`src/hdl/mfb_pkg.sv`:
```
`timescale 1ns / 1ps

package mfb_pkg;

    // Beat widths on the stream ports
    localparam int IN_TDATA_W  = 64;
    localparam int IN_TUSER_W  = 3;
    localparam int OUT_TDATA_W = 272;

    // Signed coordinate width inside the draw path: an 11-bit corner plus an
    // 11-bit size minus one, with headroom
    localparam int COORD_W = 13;

    // Widths that cover the whole legal range of screen sizes
    localparam int COL_MAX_W   = 8;   // up to 256 columns
    localparam int ROW_MAX_W   = 7;   // up to 128 rows
    localparam int PAGE_MAX_W  = 4;   // up to 16 pages
    localparam int CHUNK_IDX_W = 3;   // up to 8 chunks per page

    // Flush chunk geometry
    localparam int CHUNK_BYTES = 32;
    localparam int BYTE_IDX_W  = 5;
    localparam int CHUNK_W     = CHUNK_BYTES * 8;

    // Command codes
    localparam logic [2:0] CMD_CLEAR   = 3'd0;
    localparam logic [2:0] CMD_PIXEL   = 3'd1;
    localparam logic [2:0] CMD_FILL    = 3'd2;
    localparam logic [2:0] CMD_OUTLINE = 3'd3;
    localparam logic [2:0] CMD_FLUSH   = 3'd4;

    // Clipped span of one rectangle, inclusive bounds
    typedef struct packed {
        logic                 empty;
        logic [COL_MAX_W-1:0] x0;
        logic [COL_MAX_W-1:0] x1;
        logic [ROW_MAX_W-1:0] y0;
        logic [ROW_MAX_W-1:0] y1;
    } span_t;

endpackage

```
`src/hdl/mfb_clip.sv`:
```
`timescale 1ns / 1ps

module mfb_clip #(
    parameter int SCREEN_WIDTH = 128,
    parameter int PAGE_COUNT   = 8
) (
    input  logic signed [mfb_pkg::COORD_W-1:0] rect_x,
    input  logic signed [mfb_pkg::COORD_W-1:0] rect_y,
    input  logic signed [mfb_pkg::COORD_W-1:0] rect_w,
    input  logic signed [mfb_pkg::COORD_W-1:0] rect_h,
    output mfb_pkg::span_t                     span
);

    localparam int EW = mfb_pkg::COORD_W + 1;
    localparam logic signed [EW-1:0] X_LAST = EW'(SCREEN_WIDTH - 1);
    localparam logic signed [EW-1:0] Y_LAST = EW'(PAGE_COUNT * 8 - 1);
    localparam logic signed [EW-1:0] ONE    = EW'(1);
    localparam logic signed [EW-1:0] ZERO   = EW'(0);
    localparam logic signed [mfb_pkg::COORD_W-1:0] MIN_SIZE = mfb_pkg::COORD_W'(1);

    logic signed [EW-1:0] x_beg;
    logic signed [EW-1:0] x_end;
    logic signed [EW-1:0] y_beg;
    logic signed [EW-1:0] y_end;

    // Far corner of the rectangle
    assign x_beg = EW'(rect_x);
    assign y_beg = EW'(rect_y);
    assign x_end = x_beg + EW'(rect_w) - ONE;
    assign y_end = y_beg + EW'(rect_h) - ONE;

    // Clip against the screen; nothing left means an empty span
    always_comb
    begin
        span.empty = (rect_w < MIN_SIZE) || (rect_h < MIN_SIZE)
                  || (x_end < ZERO) || (y_end < ZERO)
                  || (x_beg > X_LAST) || (y_beg > Y_LAST);
        span.x0 = (x_beg < ZERO) ? '0 : x_beg[mfb_pkg::COL_MAX_W-1:0];
        span.y0 = (y_beg < ZERO) ? '0 : y_beg[mfb_pkg::ROW_MAX_W-1:0];
        span.x1 = (x_end > X_LAST) ? X_LAST[mfb_pkg::COL_MAX_W-1:0]
                                   : x_end[mfb_pkg::COL_MAX_W-1:0];
        span.y1 = (y_end > Y_LAST) ? Y_LAST[mfb_pkg::ROW_MAX_W-1:0]
                                   : y_end[mfb_pkg::ROW_MAX_W-1:0];
    end

endmodule

```
`config.mk`:
```
export PLATFORM = sky130hd
export DESIGN_NAME = mfb_clip
export DESIGN_NICKNAME = d
export VERILOG_FILES = /design/src/hdl/mfb_pkg.sv /design/src/hdl/mfb_clip.sv
export SDC_FILE = /design/constraint.sdc
export NUM_CORES = 1
export LEC_CHECK = 0
export ABC_AREA = 1
export BUFFER_PORTS_ARGS = -buffer_cell sky130_fd_sc_hd__buf_4
export CORE_MARGIN = 4
export CORE_UTILIZATION = 45
export DETAILED_ROUTE_END_ITERATION = 12
export GPL_TIMING_DRIVEN = 0
export PLACE_DENSITY = 0.83
export SYNTH_ARGS = -nofsm -noshare
export SYNTH_HDL_FRONTEND = slang
export SYNTH_SLANG_ARGS = --single-unit
export TNS_END_PERCENT = 5
```
`constraint.sdc`:
```
create_clock -name vclk -period 4
set_input_delay 0.8 -clock vclk [all_inputs]
set_output_delay 0.8 -clock vclk [all_outputs]
set_load 0.05 [all_outputs]
```
After elaboration in Yosys (flattened, before gate mapping)
Index checks and enable logic that the tools add are counted.

Register bits after elaboration: 0. Input port bits: 52. Output and inout port bits: 31. Word-level logic and storage cells: 23.

$add $sub $neg: 4. Order comparisons: 10. Mux-type cells: 4. Reduce and logical (&&, ||, !) cells: 5.

Operator list (number): $add A13 B13 Y14 (2); $lt A14 B1 Y1 const B (2); $sub A14 B2 Y14 const B (2); $lt A13 B1 Y1 const B (2); $lt A13 B2 Y1 const B (2); $mux W8 (2); $gt A14 B7 Y1 const B (1); $gt A14 B8 Y1 const B (1); $mux W7 (2); $gt A13 B7 Y1 const B (1); $gt A13 B8 Y1 const B (1); $logic_or A1 B1 Y1 (5).

Longest topological paths before layout
Gate-level depths: netlist of the first run.

Word-level depth: 7. Depth in mapped cells: 18. Gate-level depth less buffers: 18.

Worst setup path before layout of the first run
Ideal clock, no wire load.

Path type: input port to output port. From: in rect_y[1] (netlist name). To: out span[6] (netlist name). Arrival: 3.240 ns. Data required time: 3.200 ns. Slack: -0.040 ns. Stages on the path: 17. Buffers on the path: 0. Cells stage by stage: inv_1 ha_1 inv_1 ha_1 inv_1 fa_1 inv_1 nand2_1 nand2_1 nand3_1 nand2_1 nand2_1 nand2_1 nand3_1 nor2_1 nand3_2 a21oi_1.

RTL lines: start: declaration (RTL line mfb_clip.sv:8) `input logic signed [mfb_pkg::COORD_W-1:0] rect_y,`; end: declaration (RTL line mfb_clip.sv:11) `output mfb_pkg::span_t span`.

==> impl_metrics.csv, run 1 <==
group,metric,value,unit
placement,dp_slack,-0.0995,ns
synthesis,syn_area,2270,µm²
synthesis,yosys-top-cells-count,"inv_1 (133), nand2_1 (102), ha_1 (50)",
critical_path,crit_path_max_incr_delay,0.42,ns
timing,finalMaxSlewViolations,0,
power_and_ir_drop,power_density,251,nW/µm²
die,die_h,79,µm
power_and_ir_drop,peakVddDrop,0.174,mV
global_routing,grt_start_max_net_pins,10,
die,ios,83,
flow_run,maxCapViolations,0,
timing,hold_viol,0,
detailed_routing,drt_iter0_drc,89,
timing,max_freq,256,MHz
final_layout,seqCellArea,0,µm²
final_layout,syn_to_final_growth,35.1,%
min_path,hold_path_class,"input port to output port",
global_routing,grt_usage,0.189,
timing,setup_violations,0,
detailed_routing,route.detailed.drc,0,
placement,globalplace.congestion,0.877,
global_routing,grt_pass1_wl,10000,µm
die,die_w,79,µm
timing,timing.final.crit_share,0.975,
placement,port_buffers,83,
detailed_routing,wirelength,6250,µm
synthesis,synth.avg_cell_area,5.45,µm²
critical_path,cpMostUsedCell,"inv_1",
critical_path,path_class,"input port to output port",
critical_path,cp_max_fo,3,
detailed_routing,vias,2736,
critical_path,start_kind,"input port",
global_routing,grt_pass1_vias,2373,
synthesis,ys_seq_area_frac,0,
detailed_routing,drtAntennaViolNets,0,
synthesis,yosysMostFrequentCell,"inv_1",
final_layout,drive_above_1_share,0.224,
run_status,status,"completed",
final_layout,nets,610,
timing,setup_tns,0,ns
synthesis,yosysUniqueCellTypes,33,
final_layout,nFlopsAndLatches,0,
global_routing,grt_antenna_before_repair,0,
critical_path,end_kind,"output port",
critical_path,crit_chain,"buf_4 -> inv_1 -> ha_1 -> inv_1 -> ha_2 -> inv_1 -> fa_2 -> inv_2 -> nand2_1 -> nand2_2 -> nand3_2 -> nand2_2 -> nand2_1 -> o211ai_2 -> xor2_2 -> buf_4 -> nand3_1 -> buf_6",
critical_path,cp_num_buf_inv,7,
synthesis,postSynthNetCount,520,
timing,slew_headroom,0.649,
timing,setup_slack,0.0985,ns
die,initial_core_util,0.471,
power_and_ir_drop,leakagePower,0.00196,µW
synthesis,yosysTopAreaCell,"ha_1",
detailed_routing,wl_per_cell,10.9,µm
synthesis,ys_warn_count,0,
detailed_routing,via_per_inst,4.79,
critical_path,worstPathArrival,3.10,ns
global_routing,grt_overflow,0,
synthesis,synth.area.top_cells,"ha_1 (28%), inv_1 (22%), nand2_1 (17%), nor2_1 (6.3%), nand3_1 (5.5%)",
die,dieArea,6240,µm²
detailed_routing,first_pass_iters,4,
final_layout,num_antenna_cells,0,
critical_path,critPathTopFamily,"adder cells",
critical_path,crit_required,3.20,ns
critical_path,cp_slowest_cell,"fa_2",
die,num_rows,25,
synthesis,syn_inst,416,
power_and_ir_drop,power,768,µW
die,core,4820,µm²
timing,min_period,3.90,ns
synthesis,yosysTopAreaCellShare,0.276,
final_layout,clock_buffer_count,0,
timing,worstMarginPinSlew,0.527,ns
placement,hpwl,5480,µm
[layout by cell type (no fill, tap or decap), drive strengths merged, types with 2 or more instances in the layout]
cell type  count
nand3         27
nand2        108
buf           88
ha            50
clkbuf         2
nor4           3
a21oi         11
o21ai          5
nor2          39
inv          134
nand4          4
or2            2
nand3b         2
fa             2
a31oi          5
xnor2          4
nor3           7
xor2           5
[cells by family after synthesis]
group	count (synthesis)	share of synthesized area
compound gates	26	0.0767
xor+xnor	9	0.0414
fa+ha+maj	52	0.293
buf+inv	137	0.227
simple gates	192	0.362
[power breakdown]
| group | internal, µW | switching, µW | leakage, µW | total (µW) |
|---|---|---|---|---|
| registers | 0 | 0 | 0 | 0 |
| clock network | 0 | 0 | 0 | 0 |
| logic | 276 | 493 | 0.00196 | 768 |
[final cells by class]
class	count	area, µm²
inverter	135	507
fill	470	1750
buffer	2	7.51
tap	67	83.8
timing repair buffer	88	672
multi-input combinational	279	1800
[final timing paths]
path | depth (start not counted) | slack, ns | to | from
setup / recovery | 18 | 0.1 | span[30] | rect_y[1]
hold / removal | 4 | 1.98 | span[23] | rect_x[1]
[stage by stage]
stage,cells,instance area (µm²),util,hold WS [ns]
after floorplan,416,2270,-,1.84
after global placement,566,2980,0.618,1.98
after detailed placement,566,2980,0.618,1.99
after CTS,567,2990,0.620,1.99
after global routing,571,3070,0.636,2.00
final,571,3070,0.636,1.98
[metal layers]
layer / global-route usage / wire, µm
met1: 0.231 / 2520
met3: 0.0283 / 465
met4: 0.00344 / 45
met5: 0 / 0
met2: 0.367 / 3220
[repair_timing]
item,CTS,global route
setup endpoints to repair,6,15
setup buffers,1,4
hold buffers,0,0
pin swaps,1,4
resized for setup,0,14
Power figures use the tool's default switching activity.
==> inputs of run 2 (changes only) <==
Settings changed: CORE_ASPECT_RATIO from default to 0.6.
==> run 2 against run 1 <==
Against the previous run: flip-flop and latch count unchanged; non-clock buffer count did not move; wire length increased by 5.4%; power rose by 2.9%; global-route usage is 2.0 points higher; final area up 1.3%; critical path type unchanged; largest cell class unchanged.
==> impl_metrics.csv, run 2 (synthesis results as in run 1) <==
group,metric,value,unit
die,die_h,63.0,µm
final_layout,nFlopsAndLatches,0,
run_status,status,"completed",
power_and_ir_drop,p_clk_frac,0,
global_routing,grt_start_max_net_pins,10,
die,num_rows,19,
die,core,4710,µm²
detailed_routing,wl_per_cell,11.6,µm
global_routing,grt_usage,0.209,
min_path,hold_depth,4,
timing,setup_tns,0,ns
detailed_routing,drtAntennaViolNets,0,
power_and_ir_drop,p_comb_frac,1.000,
power_and_ir_drop,p_switching,503,µW
detailed_routing,drt_iter0_drc,131,
placement,place_area,2970,µm²
die,initial_core_util,0.482,
final_layout,final_area,3110,µm²
final_layout,clock_buffer_count,0,
final_layout,num_antenna_cells,0,
final_layout,mostFrequentLayoutCells,"inv_1 (129), nand2_1 (97), buf_4 (81), ha_1 (48), nor2_1 (37)",
final_layout,syn_to_final_growth,36.9,%
timing,timing.final.crit_share,0.960,
timing,setup_violations,0,
critical_path,start_kind,"input port",
power_and_ir_drop,netSwitchingFraction,0.636,
power_and_ir_drop,intPower,288,µW
die,dieArea,6280,µm²
min_path,hold_path_class,"input port to output port",
detailed_routing,vias,2693,
timing,worstMarginPinSlew,0.519,ns
timing,hold_viol,0,
critical_path,cpMostUsedCell,"inv_2",
global_routing,grt_pass1_wl,11300,µm
final_layout,layout_commonest_cell,"inv_1",
final_layout,stdcell_count,567,
flow_run,maxCapViolations,0,
critical_path,crit_path_max_incr_delay,0.40,ns
placement,hpwl,5770,µm
final_layout,nets,610,
final_layout,drive_above_1_share,0.238,
power_and_ir_drop,peakVddDrop,0.224,mV
detailed_routing,wirelength,6580,µm
power_and_ir_drop,leakagePower,0.00197,µW
power_and_ir_drop,power,791,µW
timing,finalMaxSlewViolations,0,
placement,globalplace.congestion,0.933,
critical_path,cp_slowest_cell,"fa_2",
timing,max_freq,261,MHz
timing,rsz0062_at_grt,"no",
die,die_w,99.7,µm
placement,port_buffers,83,
die,ios,83,
min_path,hp-start,"rect_x[6]",
critical_path,cp_max_fo,3,
power_and_ir_drop,power_density,255,nW/µm²
final_layout,seqCellArea,0,µm²
placement,dp_cells,562,
global_routing,grt_pass1_vias,2585,
timing,min_period,3.84,ns
detailed_routing,via_per_inst,4.75,
detailed_routing,route.detailed.drc,0,
critical_path,worstPathArrival,3.04,ns
power_and_ir_drop,pwr-share-seq,0,
critical_path,path_class,"input port to output port",
critical_path,crit_chain,"buf_4 -> inv_2 -> ha_4 -> inv_2 -> ha_4 -> inv_1 -> fa_2 -> inv_2 -> nand2_1 -> nand2_2 -> nand3_2 -> nand2_2 -> nand2_1 -> o211ai_2 -> xor2_2 -> buf_4 -> nand3_1 -> buf_6",
critical_path,end_kind,"output port",
global_routing,grt_antenna_before_repair,0,
detailed_routing,first_pass_iters,4,
timing,slew_headroom,0.651,
global_routing,grt_overflow,0,
min_path,worstHoldEndpoint,"span[28]",
critical_path,crit_required,3.20,ns
-- run 2: cell counts in the layout (fill, tap and decap cells not counted) --
Identical to the previous run, type by type.
-- run 2: layout make-up --
| cell class | count | area [µm²] |
|---|---|---|
| plain buffers | 2 | 7.51 |
| repair buffers | 88 | 687 |
| well taps | 63 | 78.8 |
| fillers | 443 | 1600 |
| inverters | 135 | 507 |
| multi-input cells | 279 | 1830 |
-- run 2: metrics by stage --
stage | worst slack (ns) | util | hold slack [ns]
after detailed placement | -0.107 | 0.632 | 1.99
after global placement | -0.0292 | 0.632 | 1.98
after floorplan | 0.222 | - | 1.84
final | 0.162 | 0.660 | 1.98
after global routing | 0.00256 | 0.660 | 2.00
after CTS | 0.0459 | 0.640 | 1.99
-- run 2: worst max-delay path: cells and delay by family --
kind / cells / cell delay [ns]
AO/OA/AOI/OAI: 1 / 0.08
buffers and inverters: 7 / 0.70
adder cells (fa/ha/maj): 3 / 0.73
AND/OR/NAND/NOR: 6 / 0.45
XOR/XNOR: 1 / 0.27
-- run 2: routing by layer --
layer  up-vias  GRT usage  part of all wire
met3         0     0.0279             0.083
met4         0          0                 0
met1      1159      0.316              0.50
li1       1433          -                 -
met2       101      0.334              0.42
met5         -          0                 0
-- run 2: worst max path at each step --
stage,start,to,slack (ns),cells past startpoint
4_1_cts,rect_w[1],span[16],0.05,18
3_5_place_dp,rect_y[1],span[0],-0.11,18
3_3_place_gp,rect_y[1],span[2],-0.03,18
2_1_floorplan,rect_x[1],span[21],0.22,12
6_report,rect_y[1],span[30],0.16,18
5_1_grt,rect_y[1],span[30],0.003,18
-- run 2: power groups by stage --
stage | clock network, µW | registers, µW | logic, µW
CTS | 0 | 0 | 759
floorplan | 0 | 0 | 535
detailed placement | 0 | 0 | 734
global placement | 0 | 0 | 722
global route | 0 | 0 | 879
finish | 0 | 0 | 791
-- run 2: repair_timing --
action / CTS / global route
setup buffers: 2 / 3
gates resized for setup: 8 / 18
setup endpoints to repair: 6 / 15
pin swaps: 2 / 7
hold buffers: 0 / 0
==> inputs of run 3 (changes only) <==
Settings changed: CORE_MARGIN 4 to default, SETUP_SLACK_MARGIN from default to 0.05.
==> run 3 against run 2 <==
Against the previous run: core utilization grew 4.2 points; hold slack gained 0.0035 ns; clock-buffer cell count is the same; sequential share of layout area is the same; global-route usage grew 2.9 points; wire length grew 2.1%; combinational power grew 13%; power grew 13%; via count grew 0.89%; largest cell class unchanged; largest power group unchanged.
==> impl_metrics.csv, run 3 (synthesis results as in run 1) <==
group,metric,value,unit
run_status,status,"completed",
detailed_routing,wl_met2,2890,µm
detailed_routing,met3_length,493,µm
final_layout,layout_commonest_cell,"inv_1",
placement,dp_slack,-0.0736,ns
global_routing,grt_overflow,0,
critical_path,path_class,"input port to output port",
global_routing,grt_start_max_net_pins,10,
cts,cts-hold-fix-buffers,0,
flow_run,maxCapViolations,0,
die,die_w,93.7,µm
critical_path,cpMostUsedCell,"nand2_2",
placement,globalplace.congestion,0.908,
timing,worstMarginPinSlew,0.587,ns
placement,dp_cells,562,
critical_path,crit_chain,"buf_4 -> inv_4 -> ha_4 -> inv_2 -> ha_2 -> inv_2 -> fa_2 -> o21ai_4 -> nand2_2 -> nand2_2 -> a21oi_2 -> xnor2_2 -> nand2_4 -> nand2_2 -> buf_8",
die,die_h,57.0,µm
placement,hpwl,5470,µm
detailed_routing,wirelength,6720,µm
detailed_routing,first_pass_iters,5,
final_layout,finalCoreUtilization,0.702,
min_path,hold_path_class,"input port to output port",
final_layout,nFlopsAndLatches,0,
detailed_routing,top_layer,"met3",
critical_path,end_kind,"output port",
die,num_rows,19,
power_and_ir_drop,power_density,271,nW/µm²
timing,rsz0062_at_grt,"yes",
critical_path,crit_path_max_incr_delay,0.42,ns
detailed_routing,vias,2717,
timing,max_freq,254,MHz
critical_path,cp_max_fo,7,
timing,hold_viol,0,
power_and_ir_drop,p_switching,551,µW
detailed_routing,wl_per_cell,11.8,µm
detailed_routing,drtAntennaViolNets,0,
detailed_routing,route.detailed.drc,0,
timing,slew_headroom,0.605,
timing,setup_violations,0,
timing,finalMaxSlewViolations,0,
timing,min_period,3.94,ns
final_layout,nets,613,
final_layout,seqCellArea,0,µm²
final_layout,syn_to_final_growth,45.6,%
final_layout,drive_above_1_share,0.282,
final_layout,clock_buffer_count,0,
critical_path,cp_slowest_cell,"fa_2",
die,core,4710,µm²
detailed_routing,drt_iter0_drc,160,
final_layout,stdcell_count,570,
power_and_ir_drop,pwr-share-seq,0,
critical_path,worstPathArrival,3.14,ns
power_and_ir_drop,intPower,343,µW
detailed_routing,via_per_inst,4.77,
power_and_ir_drop,leakagePower,0.00204,µW
min_path,hold_depth,4,
power_and_ir_drop,p_clk_frac,0,
detailed_routing,wl_met1,3340,µm
critical_path,crit_required,3.20,ns
global_routing,grt_pass1_wl,10400,µm
critical_path,start_kind,"input port",
global_routing,grt_antenna_before_repair,0,
global_routing,grt_usage,0.238,
power_and_ir_drop,p_comb_frac,1.000,
global_routing,grt_pass1_vias,2379,
timing,timing.final.crit_share,0.985,
final_layout,mostFrequentLayoutCells,"inv_1 (125), nand2_1 (83), buf_4 (77), ha_1 (45), nor2_1 (38)",
power_and_ir_drop,power,894,µW
power_and_ir_drop,peakVddDrop,0.271,mV
timing,setup_slack,0.0619,ns
timing,setup_tns,0,ns
placement,port_buffers,83,
die,initial_core_util,0.482,
die,dieArea,5340,µm²
final_layout,num_antenna_cells,0,
die,ios,83,
power_and_ir_drop,netSwitchingFraction,0.617,
-- run 3: changes by cell type in the layout (fill, tap and decap cells not counted), moves of 2 or more --
cell	change
buf_4	-4
buf_8	+8
ha_1	-3
ha_4	+2
inv_1	-4
inv_4	+3
nand2_1	-14
nand2_2	+7
nand2_4	+6
-- run 3: what timing repair did --
item | in CTS | in global routing
endpoints found under the setup margin | 7 | 15
cloned | 0 | 0
pin swaps | 3 | 18
hold endpoints to repair | 0 | 0
resized for setup | 9 | 64
setup buffers | 1 | 7
-- run 3: final timing paths --
path                       from  slack, ns       end
worst min-delay path  rect_x[6]       1.99  span[28]
worst max-delay path  rect_x[1]       0.06  span[20]
-- run 3: power groups by stage --
| stage | registers [µW] | clock network [µW] | logic, µW |
|---|---|---|---|
| floorplan | 0 | 0 | 535 |
| global placement | 0 | 0 | 722 |
| detailed placement | 0 | 0 | 732 |
| CTS | 0 | 0 | 754 |
| global route | 0 | 0 | 972 |
| finish | 0 | 0 | 894 |
-- run 3: per-layer routing --
metal  global-route usage  vias to the layer above
met4              0.00440                        0
met1                0.381                     1156
met5                    0                        -
met2                0.373                      122
li1                     -                     1439
met3              0.00800                        0
-- run 3: worst max-delay path: cells and delay by family --
kind	cells	cell delay, ns
AOI/OAI and AO/OA	2	0.29
adders and majority gates	3	0.79
and+or+nand+nor	4	0.51
xor gates and xnor gates	1	0.32
buffers and inverters	5	0.42
-- run 3: cell type report --
type | instances | area, µm²
Timing Repair Buffer | 91 | 766
Buffer | 2 | 7.51
Inverter | 135 | 514
Fill cell | 397 | 1400
Tap cell | 63 | 78.8
Multi-Input combinational cell | 279 | 1940
-- run 3: per-stage QoR --
step | hold slack [ns] | instance area, µm²
after global placement | 1.98 | 2970
final | 1.99 | 3300
after global routing | 2.00 | 3300
after floorplan | 1.84 | 2270
after detailed placement | 1.98 | 2970
after CTS | 1.99 | 3010
